==> config.mk <==
export PLATFORM = sky130hd
export DESIGN_NAME = cpio_odc_stream_deframer
export DESIGN_NICKNAME = d
export VERILOG_FILES = /design/src/sv/cpio_pkg.sv /design/src/sv/cpio_odc_stream_deframer.sv
export SDC_FILE = /design/constraint.sdc
export NUM_CORES = 1
export LEC_CHECK = 0
export ABC_AREA = 1
export BUFFER_PORTS_ARGS = -buffer_cell sky130_fd_sc_hd__buf_4
export CAP_MARGIN = 20
export CORE_UTILIZATION = 45
export DETAILED_ROUTE_END_ITERATION = 8
export GPL_TIMING_DRIVEN = 0
export REMOVE_ABC_BUFFERS = 1
export SYNTH_ARGS = -nofsm -noshare
export SYNTH_HDL_FRONTEND = slang
export SYNTH_SLANG_ARGS = --single-unit
==> constraint.sdc <==
create_clock -name clk -period 20.2 [get_ports clk]
set_input_delay 5.05 -clock clk [delete_from_list [all_inputs] [get_ports clk]]
set_output_delay 5.05 -clock clk [all_outputs]
set_load 0.005 [all_outputs]
==> src/sv/cpio_pkg.sv <==
package cpio_pkg;

  localparam int unsigned BYTE_W   = 8;
  localparam int unsigned KIND_W   = 2;
  localparam int unsigned CNT_W    = 32;
  localparam int unsigned NSIZE_W  = 18;
  localparam int unsigned FSIZE_W  = 32;

  localparam logic [CNT_W-1:0]   HDR_BYTES         = 32'd76;
  localparam logic [CNT_W-1:0]   HDR_LAST          = 32'd75;
  localparam logic [CNT_W-1:0]   NSIZE_AT          = 32'd59;
  localparam logic [CNT_W-1:0]   FSIZE_AT          = 32'd65;
  localparam logic [CNT_W-1:0]   TRAILER_CMP_LEN   = 32'd10;
  localparam logic [NSIZE_W-1:0] TRAILER_NAME_SIZE = 18'd11;
  localparam logic [BYTE_W-1:0]  ASCII_ZERO        = 8'h30;

  typedef struct packed {
    logic [BYTE_W-1:0]  data;
    logic [KIND_W-1:0]  kind;
    logic [CNT_W-1:0]   offset;
    logic [NSIZE_W-1:0] name_length;
    logic [FSIZE_W-1:0] data_length;
    logic               last;
    logic               archive_end;
  } result_t;

  // Name of the end-of-archive entry, one character per position.
  function automatic logic [BYTE_W-1:0] trailer_char(input logic [3:0] idx);
    logic [BYTE_W-1:0] c;
    case (idx)
      4'd0:    c = 8'h54; // T
      4'd1:    c = 8'h52; // R
      4'd2:    c = 8'h41; // A
      4'd3:    c = 8'h49; // I
      4'd4:    c = 8'h4C; // L
      4'd5:    c = 8'h45; // E
      4'd6:    c = 8'h52; // R
      default: c = 8'h21; // !
    endcase
    return c;
  endfunction

endpackage

==> src/sv/cpio_odc_stream_deframer.sv <==
// Channel  Ports                                   Direction  Request
// input    in_valid in_stall in_byte               sink       one archive byte
// result   out_valid out_stall out_byte out_*      source     one labelled byte
//
// One byte is accepted per cycle while in_stall is low; its result is registered.
// The header/name/data sequencer and both octal accumulators update in the
// accepting cycle, so the loop through them sets the one-byte-per-cycle rate.
// A two-entry output (result register plus skid register) lets one more
// request in while out_stall holds; in_stall rises only when both are full.
// rst_n is synchronous, active low; it returns the parser to the header phase.
module cpio_odc_stream_deframer
  import cpio_pkg::*;
(
  input  logic                clk,
  input  logic                rst_n,
  input  logic                in_valid,
  output logic                in_stall,
  input  logic [BYTE_W-1:0]   in_byte,
  output logic                out_valid,
  input  logic                out_stall,
  output logic [BYTE_W-1:0]   out_byte,
  output logic [KIND_W-1:0]   out_part_kind,
  output logic [CNT_W-1:0]    out_part_offset,
  output logic [NSIZE_W-1:0]  out_name_length,
  output logic [FSIZE_W-1:0]  out_data_length,
  output logic                out_part_last,
  output logic                out_archive_end
);

  typedef enum logic [KIND_W-1:0] {
    PH_HEADER = 2'd0,
    PH_NAME   = 2'd1,
    PH_DATA   = 2'd2,
    PH_IGNORE = 2'd3
  } phase_t;

  phase_t               phase_r, phase_nxt;
  logic [CNT_W-1:0]     byte_counter_r, byte_counter_nxt;
  logic [NSIZE_W-1:0]   nsize_r, nsize_nxt;
  logic [FSIZE_W-1:0]   fsize_r, fsize_nxt;
  logic                 tmatch_r, tmatch_nxt;

  logic                 out_valid_r, skid_valid_r;
  result_t              out_r, skid_r, res_nxt;

  logic                 in_acc;
  logic                 out_free;
  logic [CNT_W-1:0]     off_inc;
  logic [FSIZE_W-1:0]   digit;
  logic [NSIZE_W-1:0]   nsize_base;
  logic [FSIZE_W-1:0]   fsize_base;
  logic                 last;
  logic                 arch_end;
  logic                 name_mismatch;

  assign in_stall = skid_valid_r;
  assign in_acc   = in_valid && !skid_valid_r;
  assign out_free = !out_valid_r || !out_stall;
  assign off_inc  = byte_counter_r + 32'd1;
  assign digit    = {{(FSIZE_W-BYTE_W){1'b0}}, in_byte} - {{(FSIZE_W-BYTE_W){1'b0}}, ASCII_ZERO};

  always_comb begin
    nsize_base       = (byte_counter_r == NSIZE_AT) ? '0 : {nsize_r[NSIZE_W-4:0], 3'b000};
    fsize_base       = (byte_counter_r == FSIZE_AT) ? '0 : {fsize_r[FSIZE_W-4:0], 3'b000};
    name_mismatch    = (byte_counter_r < TRAILER_CMP_LEN) &&
                       (in_byte != trailer_char(byte_counter_r[3:0]));
    phase_nxt        = phase_r;
    byte_counter_nxt = off_inc;
    nsize_nxt        = nsize_r;
    fsize_nxt        = fsize_r;
    tmatch_nxt       = tmatch_r;
    last             = 1'b0;
    arch_end         = 1'b0;

    unique case (phase_r)
      PH_HEADER: begin
        if (byte_counter_r >= NSIZE_AT && byte_counter_r < FSIZE_AT) begin
          nsize_nxt = nsize_base + digit[NSIZE_W-1:0];
        end else if (byte_counter_r >= FSIZE_AT && byte_counter_r < HDR_BYTES) begin
          fsize_nxt = fsize_base + digit;
        end
        if (byte_counter_r == HDR_LAST) begin
          last             = 1'b1;
          tmatch_nxt       = 1'b1;
          byte_counter_nxt = '0;
          if (nsize_nxt != '0) begin
            phase_nxt = PH_NAME;
          end else if (fsize_nxt != '0) begin
            phase_nxt = PH_DATA;
          end else begin
            phase_nxt = PH_HEADER;
          end
        end
      end
      PH_NAME: begin
        tmatch_nxt = tmatch_r && !name_mismatch;
        if (off_inc == {{(CNT_W-NSIZE_W){1'b0}}, nsize_r}) begin
          last             = 1'b1;
          byte_counter_nxt = '0;
          if (nsize_r == TRAILER_NAME_SIZE && tmatch_nxt) begin
            arch_end  = 1'b1;
            phase_nxt = PH_IGNORE;
          end else if (fsize_r != '0) begin
            phase_nxt = PH_DATA;
          end else begin
            phase_nxt = PH_HEADER;
          end
        end
      end
      PH_DATA: begin
        if (off_inc == fsize_r) begin
          last             = 1'b1;
          byte_counter_nxt = '0;
          phase_nxt        = PH_HEADER;
        end
      end
      PH_IGNORE: begin
        phase_nxt = PH_IGNORE;
      end
      default: begin
        phase_nxt = PH_HEADER;
      end
    endcase

    res_nxt.data        = in_byte;
    res_nxt.kind        = phase_r;
    res_nxt.offset      = byte_counter_r;
    res_nxt.name_length = nsize_nxt;
    res_nxt.data_length = fsize_nxt;
    res_nxt.last        = last;
    res_nxt.archive_end = arch_end;
  end

  // Parser state advances on every accepted byte.
  always_ff @(posedge clk) begin
    if (!rst_n) begin
      phase_r        <= PH_HEADER;
      byte_counter_r <= '0;
      nsize_r        <= '0;
      fsize_r        <= '0;
      tmatch_r       <= 1'b1;
    end else if (in_acc) begin
      phase_r        <= phase_nxt;
      byte_counter_r <= byte_counter_nxt;
      nsize_r        <= nsize_nxt;
      fsize_r        <= fsize_nxt;
      tmatch_r       <= tmatch_nxt;
    end
  end

  // Result register with skid: drain skid first, else take the new result.
  always_ff @(posedge clk) begin
    if (!rst_n) begin
      out_valid_r  <= 1'b0;
      skid_valid_r <= 1'b0;
    end else if (out_free) begin
      if (skid_valid_r) begin
        out_valid_r  <= 1'b1;
        skid_valid_r <= 1'b0;
      end else begin
        out_valid_r <= in_acc;
      end
    end else if (in_acc) begin
      skid_valid_r <= 1'b1;
    end
  end

  always_ff @(posedge clk) begin
    if (out_free) begin
      if (skid_valid_r) begin
        out_r <= skid_r;
      end else if (in_acc) begin
        out_r <= res_nxt;
      end
    end else if (in_acc) begin
      skid_r <= res_nxt;
    end
  end

  assign out_valid       = out_valid_r;
  assign out_byte        = out_r.data;
  assign out_part_kind   = out_r.kind;
  assign out_part_offset = out_r.offset;
  assign out_name_length = out_r.name_length;
  assign out_data_length = out_r.data_length;
  assign out_part_last   = out_r.last;
  assign out_archive_end = out_r.archive_end;

  a_skid_behind_out: assert property (@(posedge clk) disable iff (!rst_n)
    skid_valid_r |-> out_valid_r)
    else $error("skid register holds a result while the result register is empty");

  a_end_on_name_last: assert property (@(posedge clk) disable iff (!rst_n)
    (out_valid_r && out_r.archive_end) |-> (out_r.last && out_r.kind == PH_NAME))
    else $error("archive end flagged off the last name byte");

  a_ignore_sticky: assert property (@(posedge clk) disable iff (!rst_n)
    (phase_r == PH_IGNORE) |=> (phase_r == PH_IGNORE))
    else $error("parser left the ignore phase");

  a_header_bound: assert property (@(posedge clk) disable iff (!rst_n)
    (phase_r == PH_HEADER) |-> (byte_counter_r < HDR_BYTES))
    else $error("header offset ran past the header");

endmodule

# == After elaboration in Yosys (flattened, before gate mapping) ==
# Index checks and enable logic that the tools add are counted.
# totals
regBits,275
input_bits,12
out_inout_bits,96
elab_cells,109
# classes
n_addsub,4
order_cmp,5
eq_ne,19
mux,34
n_bitwise,2
reduce_logical,24
# ops
op,n
$mux W32,8
$mux W94,2
$pmux W32 S3,1
$mux W18,4
$eq A32 B7 Y1 const B,2
$lt A32 B7 Y1 const B,2
$reduce_bool A32 Y1,2
$pmux W7 S6,1
$add A32 B1 Y32 const B,1
$add A32 B32 Y32,1
$eq A32 B18 Y1,1
$eq A32 B32 Y1,1
$eq A32 B6 Y1 const B,1
$ge A32 B6 Y1 const B,1
$ge A32 B7 Y1 const B,1
$lt A32 B4 Y1 const B,1
$add A18 B18 Y18,1
$eq A18 B4 Y1 const B,1
$reduce_bool A18 Y1,1
$mux W2,7
$eq A4 B3 Y1 const B,3
$sub A8 B6 Y9 const B,1
$eq A4 B2 Y1 const B,2
$mux W1,8
19 further kinds,34

# == Logic depth before layout (Yosys ltp) ==
# Gate-level depths: netlist of the first run.
# logic_depth
word_depth,13
ltp_mapped,29

# == Worst setup path after synthesis of the first run ==
# OpenSTA, ideal clock, no wires.
# synth_timing
path_type,in2reg
start,input port in_valid
end,"register out_r (netlist bit out_archive_end), enable pin"
setup_time_ns,0.578
t_arrival_ns,9.669
required_time_ns,19.622
path_slack_ns,9.954
stages,2
path_buffers,0
cell_sequence,nor2_1 a21oi_1
# synth_between
elab_chain_cells,3
# synth_lines
element,line_no,text
start: declaration,cpio_odc_stream_deframer.sv:16,"input logic in_valid,"
$logic_and A1 B1 Y1,cpio_odc_stream_deframer.sv:57,assign in_acc = in_valid && !skid_valid_r;
$reduce_bool A2 Y1 (no source line),--,
$reduce_and A2 Y1 (no source line),--,
end signal: assignment,cpio_odc_stream_deframer.sv:171,out_r <= skid_r;
end signal: assignment,cpio_odc_stream_deframer.sv:173,out_r <= res_nxt;
end: declaration,cpio_odc_stream_deframer.sv:44,"result_t out_r, skid_r, res_nxt;"
# Every way passes these cells.
# A chain may end at the register's enable or synchronous reset.

# == Final worst setup path of the first run ==
# layout_timing
start,input port in_byte[4]
end,register phase_r[1]
# layout_between
elab_chain_cells,10
elab_cells_between_ends,21
classes_between,add/sub: 3; eq/ne: 1; mux: 11; reduce/logical: 6
# layout_lines
element,line_no,text
start: declaration,cpio_odc_stream_deframer.sv:18,"input logic [BYTE_W-1:0] in_byte,"
$sub A8 B6 Y9,cpio_odc_stream_deframer.sv:60,"assign digit = {{(FSIZE_W-BYTE_W){1'b0}}, in_byte} - {{(FSIZE_W-BYTE_W){1'b0}}, ASCII_ZERO};"
$add A32 B32 Y32,cpio_odc_stream_deframer.sv:80,fsize_nxt = fsize_base + digit;
$mux W32,cpio_odc_stream_deframer.sv:79,end else if (byte_counter_r >= FSIZE_AT && byte_counter_r < HDR_BYTES) begin
$mux W32,cpio_odc_stream_deframer.sv:77,if (byte_counter_r >= NSIZE_AT && byte_counter_r < FSIZE_AT) begin
$mux W32,cpio_odc_stream_deframer.sv:75,unique case (phase_r)
$reduce_bool A32 Y1,cpio_odc_stream_deframer.sv:88,end else if (fsize_nxt != '0) begin
$mux W2,cpio_odc_stream_deframer.sv:88,
$mux W2,cpio_odc_stream_deframer.sv:86,if (nsize_nxt != '0) begin
$mux W2,cpio_odc_stream_deframer.sv:82,if (byte_counter_r == HDR_LAST) begin
$pmux W2 S4 *,cpio_odc_stream_deframer.sv:75,
end signal: assignment,cpio_odc_stream_deframer.sv:143,phase_r <= phase_nxt;
end: declaration,cpio_odc_stream_deframer.sv:37,"phase_t phase_r, phase_nxt;"
# Every way passes the cells marked *; elsewhere a longest branch is shown, timed or not. The select of a mux whose other input is x is not followed.

==> results of run 1 <==
cell families after synthesis:
logic type / count (synthesis) / share of synthesized area, %
buffers and inverters: 401 / 8.85
adders and majority gates: 49 / 3.59
AOI/OAI and AO/OA: 310 / 9.08
DFF: 275 / 42.2
and+or+nand+nor: 1458 / 34.7
xor gates and xnor gates: 30 / 1.58
critical path: stages:
cell and delay [ns]:
buf_4 0.15, ha_1 0.24, nor3_2 0.43, buf_6 0.24, buf_8 0.16, ha_1 0.23
nand2_1 0.14, nor2_1 0.29, nand3_1 0.17, nand3b_1 0.21, xnor2_1 0.20, nand2_1 0.09
nand2_1 0.08, nand2_1 0.05, nor2_1 0.11, nand2_1 0.06, nor2_1 0.13, nand3_1 0.27
nand2_1 0.18, a21oi_2 0.06
layout by cell type, fill, tap and decap left out, drive strengths merged:
cell type	count
nand2	905
inv	322
nor2	263
edfxtp	188
nand3	182
o21ai	176
buf	125
a21oi	120
dfxtp	87
nand4	70
ha	47
clkbuf	43
xor2	16
nor3	16
xnor2	13
nor4	13
clkinv	10
nand3b	5
a31oi	5
o21bai	4
a21boi	2
fa	2
bufinv	2
and3	1
a21o	1
and2	1
xnor3	1
nor4b	1
o211ai	1
nor3b	1
o31ai	1
Yosys cell counts (all sizes together):
cell type,instances,share of area [%]
nand2,905,19
inv,319,6.8
nor2,263,5.9
edfxtp,188,32
nand3,182,5.4
o21ai,176,5.1
a21oi,120,3.5
dfxtp,87,10
nand4,70,2.5
clkbuf,53,1.1
ha,47,3.4
buf,28,0.85
nor3,16,0.49
xor2,16,0.80
nor4,13,0.46
xnor2,13,0.65
a31oi,5,0.18
nand3b,5,0.21
o21bai,4,0.17
a21boi,2,0.086
fa,2,0.23
a21o,1,0.043
and2,1,0.036
and3,1,0.036
clkinv,1,0.021
nor3b,1,0.043
nor4b,1,0.050
o211ai,1,0.043
o31ai,1,0.043
xnor3,1,0.13
routing by layer:
layer / GRT usage (%) / up-vias / part of all wire (%)
met1: 45.0 / 7695 / 49
met5: 0 / - / 0
li1: - / 8359 / -
met4: 9.40 / 0 / 3.0
met2: 42.9 / 590 / 41
met3: 4.73 / 77 / 7.6
power breakdown:
group          total (W)  internal, W  leakage (nW)  switching, W
clock network   0.000556     0.000320         0.487      0.000236
registers       0.000657     0.000637          2.49     0.0000200
logic           0.000240    0.0000811          6.19      0.000159
area by class of cell:
class / instances / area (um^2) / share of cell area, %
timing repair buffer: 125 / 1160 / 5.79
clock buffer: 43 / 851 / 4.26
clock inverter: 14 / 140 / 0.701
multi-input combinational: 1847 / 8600 / 43.0
sequential: 275 / 7390 / 37.0
inverter: 320 / 1210 / 6.04
tap: 511 / 639 / 3.20
sequential cells by signal, summed over array words and instances (netlist names), 2 cells and up:
| signal | cells |
|---|---|
| out_data_length | 32 |
| skid_r | 94 |
| nsize_r | 18 |
| byte_counter_r | 32 |
| out_byte | 8 |
| out_name_length | 18 |
| phase_r | 2 |
| out_part_kind | 2 |
| out_part_offset | 32 |
| fsize_r | 32 |
metrics by stage:
| step | worst slack (ns) | hold slack, ns |
|---|---|---|
| floorplan | 8.16 | 0.475 |
| global placement | 2.45 | 0.502 |
| detailed placement | 11.58 | 0.507 |
| CTS | 12.17 | 0.519 |
| global route | 11.88 | 0.540 |
| finish | 12.13 | 0.515 |
final timing paths:
path,start,endpoint,slack (ns),depth (start not counted)
worst max register to register,byte_counter_r[27],phase_r[1],15.38,23
worst max-delay path,in_byte[4],phase_r[1],12.13,20
worst min register to register,skid_r[93],out_byte[7],0.52,2
worst min-delay path,skid_r[93],out_byte[7],0.52,2
==> summary.txt, run 1 <==
Outcome
  • Outcome: finished, final reports clean

Worst setup path
  • Critical Path RT: 20.66 ns
  • CP Max Fanout: 12
  • Startpoint class of the critical path: input pin
  • Crit end category: register
  • CP arrival: around 8.5 ns
  • WS Path Type: input pin to register

Clock tree
  • Post-CTS setup buffers: 0
  • Latest clock arrival within the worst-skew pair: around 0.58 ns
  • Total CTS buffers: 31
  • Clk sink count: 275
  • PostCTS Resize Cnt: 0
  • Max Root-Sink Buffers: 3
  • Clock slew at reported path FFs: roughly 0.06 ns
  • CTS tree: done
  • CTS Hold Bufs: 0
  • H-tree levels: 1
  • Clk root buf: clkbuf_16

Placed design
  • Dpl cells: about 3100
  • IO Port Bufs: 107
  • Placed cell area: roughly 0.019 mm^2
  • RePlAce Congestion: 1.01
  • Detailed placer's ending HPWL: 45500 um

Hold path
  • Worst min-delay path category: register to register

Global route
  • Global-route wire length before repair: 89000 um
  • Initial antenna violation count: 0
  • GRT Util Overall: ~30%
  • Pin count of the biggest net entering global routing: 83
  • Overflow after GRT: 0
  • Vias in the first global route: 15200

Layout
  • Fill cells: 3763
  • Layout Utilization: 52.7%
  • Fin area: 0.0200 mm^2
  • Antenna cells: 0
  • Post-Layout Cell Count: roughly 3100
  • Fin nets: between 2000 and 3000
  • Share of cells above drive strength 1: under 10%
  • Syn-to-layout area delta: 14.2%

Route
  • Vias: 16700
  • Total wire length: 58300 um
  • Initial DRC Count: 1624
  • Routed Antenna Nets: 0
  • First-pass iteration count of the detailed router: 6
  • Via/cell ratio: 5.33
  • DRC Markers: 0
  • DR WL/cell: ~19 um

Die
  • Die W: around 200 um
  • Die height: ~200 um
  • Num ports: approximately 110
  • Row count: 71
  • Core Area: between 0.03 and 0.04 mm^2
  • Initial Utilization: 46.1%
  • Die area: slightly below 0.04 mm^2

Power
  • Power Total: 0.00145 W
  • PD cells: 72.7 mW/mm^2
  • Worst VDD drop: 69.1 uV
  • Leakage power: just over 9 nW

STA
  • Hold Vio Cnt, Final: 0
  • Clk_skew: ~0.027 ns
  • Setup TNS: 0 ns
  • Crit path time final: 8.07 ns
  • RSZ-0062 raised after global routing: false
  • Setup violators final: 0
  • Fmax: between 100 and 150 MHz
  • Tightest Pin Transition: around 1 ns
  • Tcrit/Tclk final: 40.0%
  • Max-slew violations: 0
  • Slew margin rel.: 33.3%

Logic synthesis
  • Mapped cell area: roughly 0.017 mm^2
  • Yosys cell types: 43
  • Mean post-synth cell area: around 6.9 um^2
  • Synth Instances: 2523
  • Register bit total from synthesis: ~280
  • Synth Warn #: 0
  • Part of the Yosys area used for sequential elements: between 40 and 50%

Run
  • Max cap viols: 0
Note: power is estimated with default switching activity, not from simulation.
==> inputs of run 2 (changes only) <==
- ABC_AREA: 1 -> 0
- clock period: 20.2 -> 8.5 ns (I/O delays scaled with it)
==> summary.txt, run 2 <==
Layout
  • Post-Layout Cell Count: 2355 (was 3135)
  • Fin area: 0.0193 mm^2 (was 0.0200 mm^2)
  • Fin nets: 1889 (was 2661)
  • Commonest non-fill, non-tap cells in the layout: 188 x edfxtp_1, 174 x nand2_1, 153 x nor2_1, 111 x buf_4, 95 x mux2_2 (was 901 x nand2_1, 310 x inv_1, 246 x nor2_1, 188 x edfxtp_1, 176 x nand3_1)
  • Share of cells above drive strength 1: 16.6% (was 8.12%)
  • Syn-to-layout area delta: 13.5% (was 14.2%)
  • Most common cell after layout, fill and taps aside: edfxtp_1 (was nand2_1)
  • Largest Register: skid_r (unchanged)
  • Layout Utilization: 52.4% (was 52.7%)
  • Max reg flops: 94 (unchanged)

Worst setup path
  • Crit path max-delay family: simple AND/OR/NAND/NOR gates (unchanged)
  • Startpoint class of the critical path: register (was input pin)
  • Max stage delay on crit path: 0.73 ns (was 0.43 ns)
  • Slowest CP cell: nor2_2 (was nor3_2)
  • Setup crit start: byte_counter_r[12] (was in_byte[4])
  • CP Max Fanout: 22 (was 12)
  • Crit end category: register (unchanged)
  • WS Path Type: register to register (was input pin to register)
  • Crit path cell chain: nor4_1 > nand4_1 > or3_1 > nor2_2 > nor2b_1 > ha_1 > inv_1 > fa_1 > nor2b_1 > o2111ai_1 > a21oi_1 > or3_1 > a2111oi_0 > a41oi_1 > a2111oi_0 > o2111a_1 > nand4_1 > a31o_1 (was buf_4 > ha_1 > nor3_2 > buf_6 > buf_8 > ha_1 > nand2_1 > nor2_1 > nand3_1 > nand3b_1 > xnor2_1 > nand2_1 > nand2_1 > nand2_1 > nor2_1 > nand2_1 > nor2_1 > nand3_1 > nand2_1 > a21oi_2)
  • CP bufs+invs: 1 (was 3)
  • Critical Path RT: 8.97 ns (was 20.66 ns)
  • CP arrival: 7.02 ns (was 8.53 ns)
  • Worst r2r src: byte_counter_r[12] (was byte_counter_r[27])

Route
  • DRC Markers: 0 (unchanged)
  • Via/cell ratio: 6.12 (was 5.33)
  • Total wire length: 53100 um (was 58300 um)
  • First-pass iteration count of the detailed router: 5 (was 6)
  • Initial DRC Count: 1275 (was 1624)
  • DR WL/cell: 22.5 um (was 18.6 um)
  • Routed Antenna Nets: 0 (unchanged)
  • Vias: 14400 (was 16700)

Placed design
  • RePlAce Congestion: 0.950 (was 1.01)
  • Detailed placer's ending HPWL: 38700 um (was 45500 um)
  • Dpl cells: 2300 (was 3078)
  • Pre-CTS setup slack: 1.53 ns (was 11.58 ns)
  • IO Port Bufs: 107 (unchanged)
  • Placed cell area: 0.0183 mm^2 (was 0.0190 mm^2)

Clock tree
  • Clk root buf: clkbuf_16 (unchanged)
  • Post-CTS setup buffers: 0 (unchanged)
  • Clock slew at reported path FFs: 0.06 ns (about the same)
  • H-tree levels: 1 (unchanged)
  • CTS tree: done (unchanged)
  • Latest clock arrival within the worst-skew pair: 0.58 ns (about the same)
  • PostCTS Resize Cnt: 0 (unchanged)
  • Max Root-Sink Buffers: 3 (unchanged)
  • Total CTS buffers: 29 (was 31)
  • Clk sink count: 275 (unchanged)
  • CTS Hold Bufs: 0 (unchanged)

Global route
  • Pin count of the biggest net entering global routing: 67 (was 83)
  • GRT Util Overall: 27.6% (was 29.8%)
  • Initial antenna violation count: 1 (was 0)
  • Overflow after GRT: 0 (unchanged)
  • Global-route wire length before repair: 82400 um (was 89000 um)
  • Vias in the first global route: 13800 (was 15200)

STA
  • Clk_skew: 0.0216 ns (was 0.0268 ns)
  • Max-slew violations: 0 (unchanged)
  • Setup violators final: 0 (unchanged)
  • RSZ-0062 raised after global routing: false (unchanged)
  • Min Hold Slack: 0.523 ns (was 0.515 ns)
  • Fmax: between 150 and 200 MHz
  • Tcrit/Tclk final: a little under 80%
  • Min setup slack post-route: 1.95 ns (was 12.13 ns)
  • Slew margin rel.: 32.1% (was 33.3%)
  • Crit path time final: 6.55 ns
  • Tightest Pin Transition: 1.02 ns (was 0.998 ns)
  • Hold Vio Cnt, Final: 0 (unchanged)

Logic synthesis
  • Synth Warn #: 0 (unchanged)
  • Yosys cell types: 86 (was 43)
  • Mapped cell area: 0.0170 mm^2 (was 0.0175 mm^2)
  • Top-count cell post-synth: edfxtp_1 (was nand2_1)
  • Synth Flop Type: edfxtp_1 (unchanged)
  • Synth Instances: 1800 (was 2523)
  • Commonest cells in the netlist: 188 x edfxtp_1, 175 x nand2_1, 155 x nor2_1 (was 901 x nand2_1, 314 x inv_1, 249 x nor2_1)
  • Synth async-reset ratio: 0% (unchanged)
  • Mean post-synth cell area: 9.45 um^2 (was 6.93 um^2)
  • Part of the Yosys area used for sequential elements: 43.4% (was 42.2%)
  • Synth top area cells: edfxtp_1 33%, dfxtp_1 10%, mux2_2 6.3% (was edfxtp_1 32%, nand2_1 19%, dfxtp_1 10%)
  • Post-synth top area share: 33.2% (was 32.3%)
  • EDFF count, synth: 188 (unchanged)
  • Register bit total from synthesis: 275 (unchanged)
  • Post-synth top area cell: edfxtp_1 (unchanged)

Hold path
  • Min-delay src: tmatch_r (was skid_r[93])
  • Worst min-delay path category: register to register (unchanged)

Die
  • Die height: 196 um (was 199 um)
  • Row count: 70 (was 71)
  • Initial Utilization: 46.1% (about the same)
  • Core Area: 0.0369 mm^2 (was 0.0379 mm^2)
  • Die W: 196 um (was 199 um)
  • Num ports: 108 (unchanged)
  • Die area: 0.0386 mm^2 (was 0.0397 mm^2)

Run
  • Max cap viols: 0 (unchanged)

Power
  • PD cells: 168 mW/mm^2 (was 72.7 mW/mm^2)
  • Leakage power: 7.16 nW (was 9.16 nW)
  • Worst VDD drop: 143 uV (was 69.1 uV)

Outcome
  • Outcome: finished, final reports clean (unchanged)
## run 2: changes by cell type after synthesis, moves of 60 or more
cell	before	now
nand2_1	901	175
inv_1	314	33
o21ai_0	165	78
nand3_1	177	52
nor2_1	249	155
nor3_1	15	85
xnor2_1	13	73
mux2_2	0	95
## run 2: power by group
group	switching (W)	internal (W)	total (W)
Sequential	0.0000490	0.00149	0.00154
Clock	0.000534	0.000766	0.00130
Combinational	0.000234	0.000178	0.000413
## run 2: stage by stage
stage	TNS, ns	power [W]
after floorplan	0	0.00181
after global placement	-999.43	0.00198
after detailed placement	0	0.00198
after CTS	0	0.00328
after global routing	0	0.00337
final	0	0.00325
## run 2: path summary, 6_finish.rpt
kind / endpoint / slack, ns / cells after the start
worst min register to register: tmatch_r / 0.52 / 2
worst max-delay path: phase_r[1] / 1.95 / 18
worst min-delay path: tmatch_r / 0.52 / 2
worst max register to register: phase_r[1] / 1.95 / 18
## run 2: kinds of logic (layout without fill, tap and decap cells)
group / after synthesis / after routing / synth area share (%)
and+or+nand+nor: 747 / 747 / 23.0
AOI/OAI and AO/OA: 353 / 353 / 13.6
DFF: 275 / 275 / 43.4
buffers and inverters: 167 / 217 / 3.91
muxes: 105 / 105 / 6.89
xor gates and xnor gates: 104 / 104 / 5.44
adders and majority gates: 49 / 49 / 3.69
other: 0 / 1 / 0
## run 2: tightest hold or removal path, stage by stage, from the launching register on
cell	delay, ns
dfxtp_1	0.34
o21ai_0	0.09
nand2_1	0.06
## run 2: area by class of cell
| class | instances | area [um^2] |
|---|---|---|
| Fill cell | 3414 | 17600 |
| Timing Repair Buffer | 130 | 1190 |
| Antenna cell | 1 | 2.50 |
| Tap cell | 504 | 631 |
| Sequential cell | 275 | 7390 |
| Clock buffer | 41 | 791 |
| Inverter | 34 | 129 |
| Multi-Input combinational cell | 1358 | 9010 |
| Clock inverter | 12 | 166 |
## run 2: per-layer routing
| layer | track usage [%] | vias up | share of wire (%) |
|---|---|---|---|
| li1 | - | 6779 | - |
| met1 | 38.2 | 7020 | 45 |
| met4 | 9.38 | 0 | 3.0 |
| met5 | 0 | - | 0 |
| met3 | 2.98 | 104 | 5.8 |
| met2 | 44.8 | 511 | 46 |
==> inputs of run 3 (changes only) <==
- clock period: 8.5 -> 5.5 ns (I/O delays scaled with it)
==> summary.txt, run 3 (same netlist as run 2, synthesis figures left out) <==
Outcome
  • Outcome: finished, final reports clean (unchanged)

Die
  • Initial Utilization: 46.1% (unchanged)
  • Row count: 70 (unchanged)
  • Num ports: 108 (unchanged)
  • Core Area: 0.0369 mm^2 (unchanged)
  • Die area: 0.0386 mm^2 (unchanged)
  • Die W: 196 um (unchanged)
  • Die height: 196 um (unchanged)

STA
  • Max-slew violations: 0 (unchanged)
  • RSZ-0062 raised after global routing: false (unchanged)
  • Crit path time final: 5.31 ns (was 6.55 ns)
  • Setup violators final: 0 (unchanged)
  • Slew margin rel.: 31.9% (was 32.1%)
  • Hold Vio Cnt, Final: 0 (unchanged)
  • Tcrit/Tclk final: 96.6% (was 77.1%)
  • Tightest Pin Transition: 1.01 ns (was 1.02 ns)
  • Clk_skew: 0.0235 ns (was 0.0216 ns)
  • Min Hold Slack: 0.518 ns (was 0.523 ns)
  • Setup TNS: 0 ns (unchanged)
  • Fmax: 188 MHz (was 153 MHz)
  • Min setup slack post-route: 0.190 ns (was 1.95 ns)

Global route
  • Vias in the first global route: 13800 (about the same)
  • Routing usage on met3: 3.05% (was 2.98%)
  • Overflow after GRT: 0 (unchanged)
  • Busiest grt layer: met2 (unchanged)
  • Initial antenna violation count: 1 (unchanged)
  • GR Util met1: 38.4% (was 38.2%)
  • Met2 Use GR: 44.9% (was 44.8%)
  • GRT Util Overall: 27.7% (was 27.6%)
  • Pin count of the biggest net entering global routing: 67 (unchanged)
  • Global-route wire length before repair: 82600 um (was 82400 um)

Route
  • Via/cell ratio: 6.15 (was 6.12)
  • DRC Markers: 0 (unchanged)
  • Vias: 14500 (was 14400)
  • Routed Antenna Nets: 0 (unchanged)
  • First-pass iteration count of the detailed router: 5 (unchanged)
  • DR WL/cell: 22.5 um (about the same)
  • Total wire length: 53100 um (about the same)
  • Initial DRC Count: 1119 (was 1275)

Layout
  • Largest Register: skid_r (unchanged)
  • Share of cells above drive strength 1: 18.5% (was 16.6%)
  • Fin area: 0.0195 mm^2 (was 0.0193 mm^2)
  • Fin nets: 1893 (was 1889)
  • Commonest non-fill, non-tap cells in the layout: 188 x edfxtp_1, 174 x nand2_1, 152 x nor2_1, 114 x buf_4, 95 x mux2_2 (was 188 x edfxtp_1, 174 x nand2_1, 153 x nor2_1, 111 x buf_4, 95 x mux2_2)
  • Layout Utilization: 53.0% (was 52.4%)
  • Antenna cells: 0 (was 1)
  • Fill cells: 3397 (was 3414)
  • Most common cell after layout, fill and taps aside: edfxtp_1 (unchanged)
  • Syn-to-layout area delta: 14.9% (was 13.5%)
  • Max reg flops: 94 (unchanged)

Worst setup path
  • CP arrival: 5.78 ns (was 7.02 ns)
  • Crit end category: register (unchanged)
  • Startpoint class of the critical path: register (unchanged)
  • CP Max Fanout: 14 (was 22)
  • WS Path Type: register to register (unchanged)
  • Critical Path RT: 5.97 ns (was 8.97 ns)

Clock tree
  • Clock slew at reported path FFs: 0.06 ns (about the same)
  • Clk root buf: clkbuf_16 (unchanged)
  • CTS Hold Bufs: 0 (unchanged)
  • Clk sink count: 275 (unchanged)
  • CTS tree: done (unchanged)
  • Latest clock arrival within the worst-skew pair: 0.58 ns (about the same)
  • Max Root-Sink Buffers: 3 (unchanged)
  • H-tree levels: 1 (unchanged)
  • Total CTS buffers: 29 (unchanged)

Placed design
  • Pre-CTS setup slack: -1.04 ns (was 1.53 ns)
  • RePlAce Congestion: 0.950 (unchanged)
  • Detailed placer's ending HPWL: 38700 um (unchanged)
  • Placed cell area: 0.0183 mm^2 (unchanged)
  • IO Port Bufs: 107 (unchanged)

Run
  • Max cap viols: 0 (unchanged)

Hold path
  • Worst min-delay path category: register to register (unchanged)

Power
  • PD cells: 258 mW/mm^2 (was 168 mW/mm^2)
  • Worst VDD drop: 222 uV (was 143 uV)
  • Leakage power: 7.27 nW (was 7.16 nW)
==> run 3: worst max-delay path: stages (launching register included) <==
cell	delay, ns
dfxtp_1	0.72
or3b_1	0.48
or3_4	0.41
nor2_4	0.25
buf_4	0.23
nor2_1	0.06
ha_1	0.40
a21oi_1	0.26
o21ai_0	0.29
or3_1	0.37
or3_1	0.31
nand3_1	0.14
a41oi_1	0.19
a2111oi_2	0.41
o2111a_1	0.25
nand4_1	0.18
a31o_1	0.25
==> run 3: final cells by class <==
cell class / instances / area [um^2] / share of cell area [%]
clock inverter: 12 / 166 / 0.852
multi-input combinational: 1358 / 9180 / 47.0
sequential: 275 / 7400 / 37.9
tap: 504 / 631 / 3.23
inverter: 34 / 129 / 0.660
clock buffer: 41 / 791 / 4.05
timing repair buffer: 134 / 1230 / 6.30
==> run 3: final timing paths <==
path,cells after the start,slack [ns],startpoint,endpoint
max,16,0.19,byte_counter_r[6],phase_r[1]
min,2,0.52,tmatch_r,tmatch_r
max reg2reg,16,0.19,byte_counter_r[6],phase_r[1]
min reg2reg,2,0.52,tmatch_r,tmatch_r
==> run 3: repair_timing <==
item	CTS	global route
setup endpoints to repair	34	12
pin swaps	2	2
hold endpoints to repair	0	0
setup buffers	4	0
resized for setup	15	32
==> run 3: report_power, final <==
group	leakage (nW)	total [W]	internal, W	switching, W
clock network	0.460	0.00201	0.00118	0.000823
logic	4.30	0.000645	0.000279	0.000367
registers	2.50	0.00238	0.00230	0.0000759
==> run 3: routing by layer <==
layer,share of wire [%],vias up
met3,6.0,107
met1,44,7105
met4,3.1,0
li1,-,6785
met5,0,-
met2,47,496
==> run 3: through the flow <==
step | total power, W | instances
global route | 0.00522 | 2358
finish | 0.00503 | 2358
CTS | 0.00507 | 2357
detailed placement | 0.00306 | 2300
floorplan | 0.00280 | 1667
global placement | 0.00306 | 2278
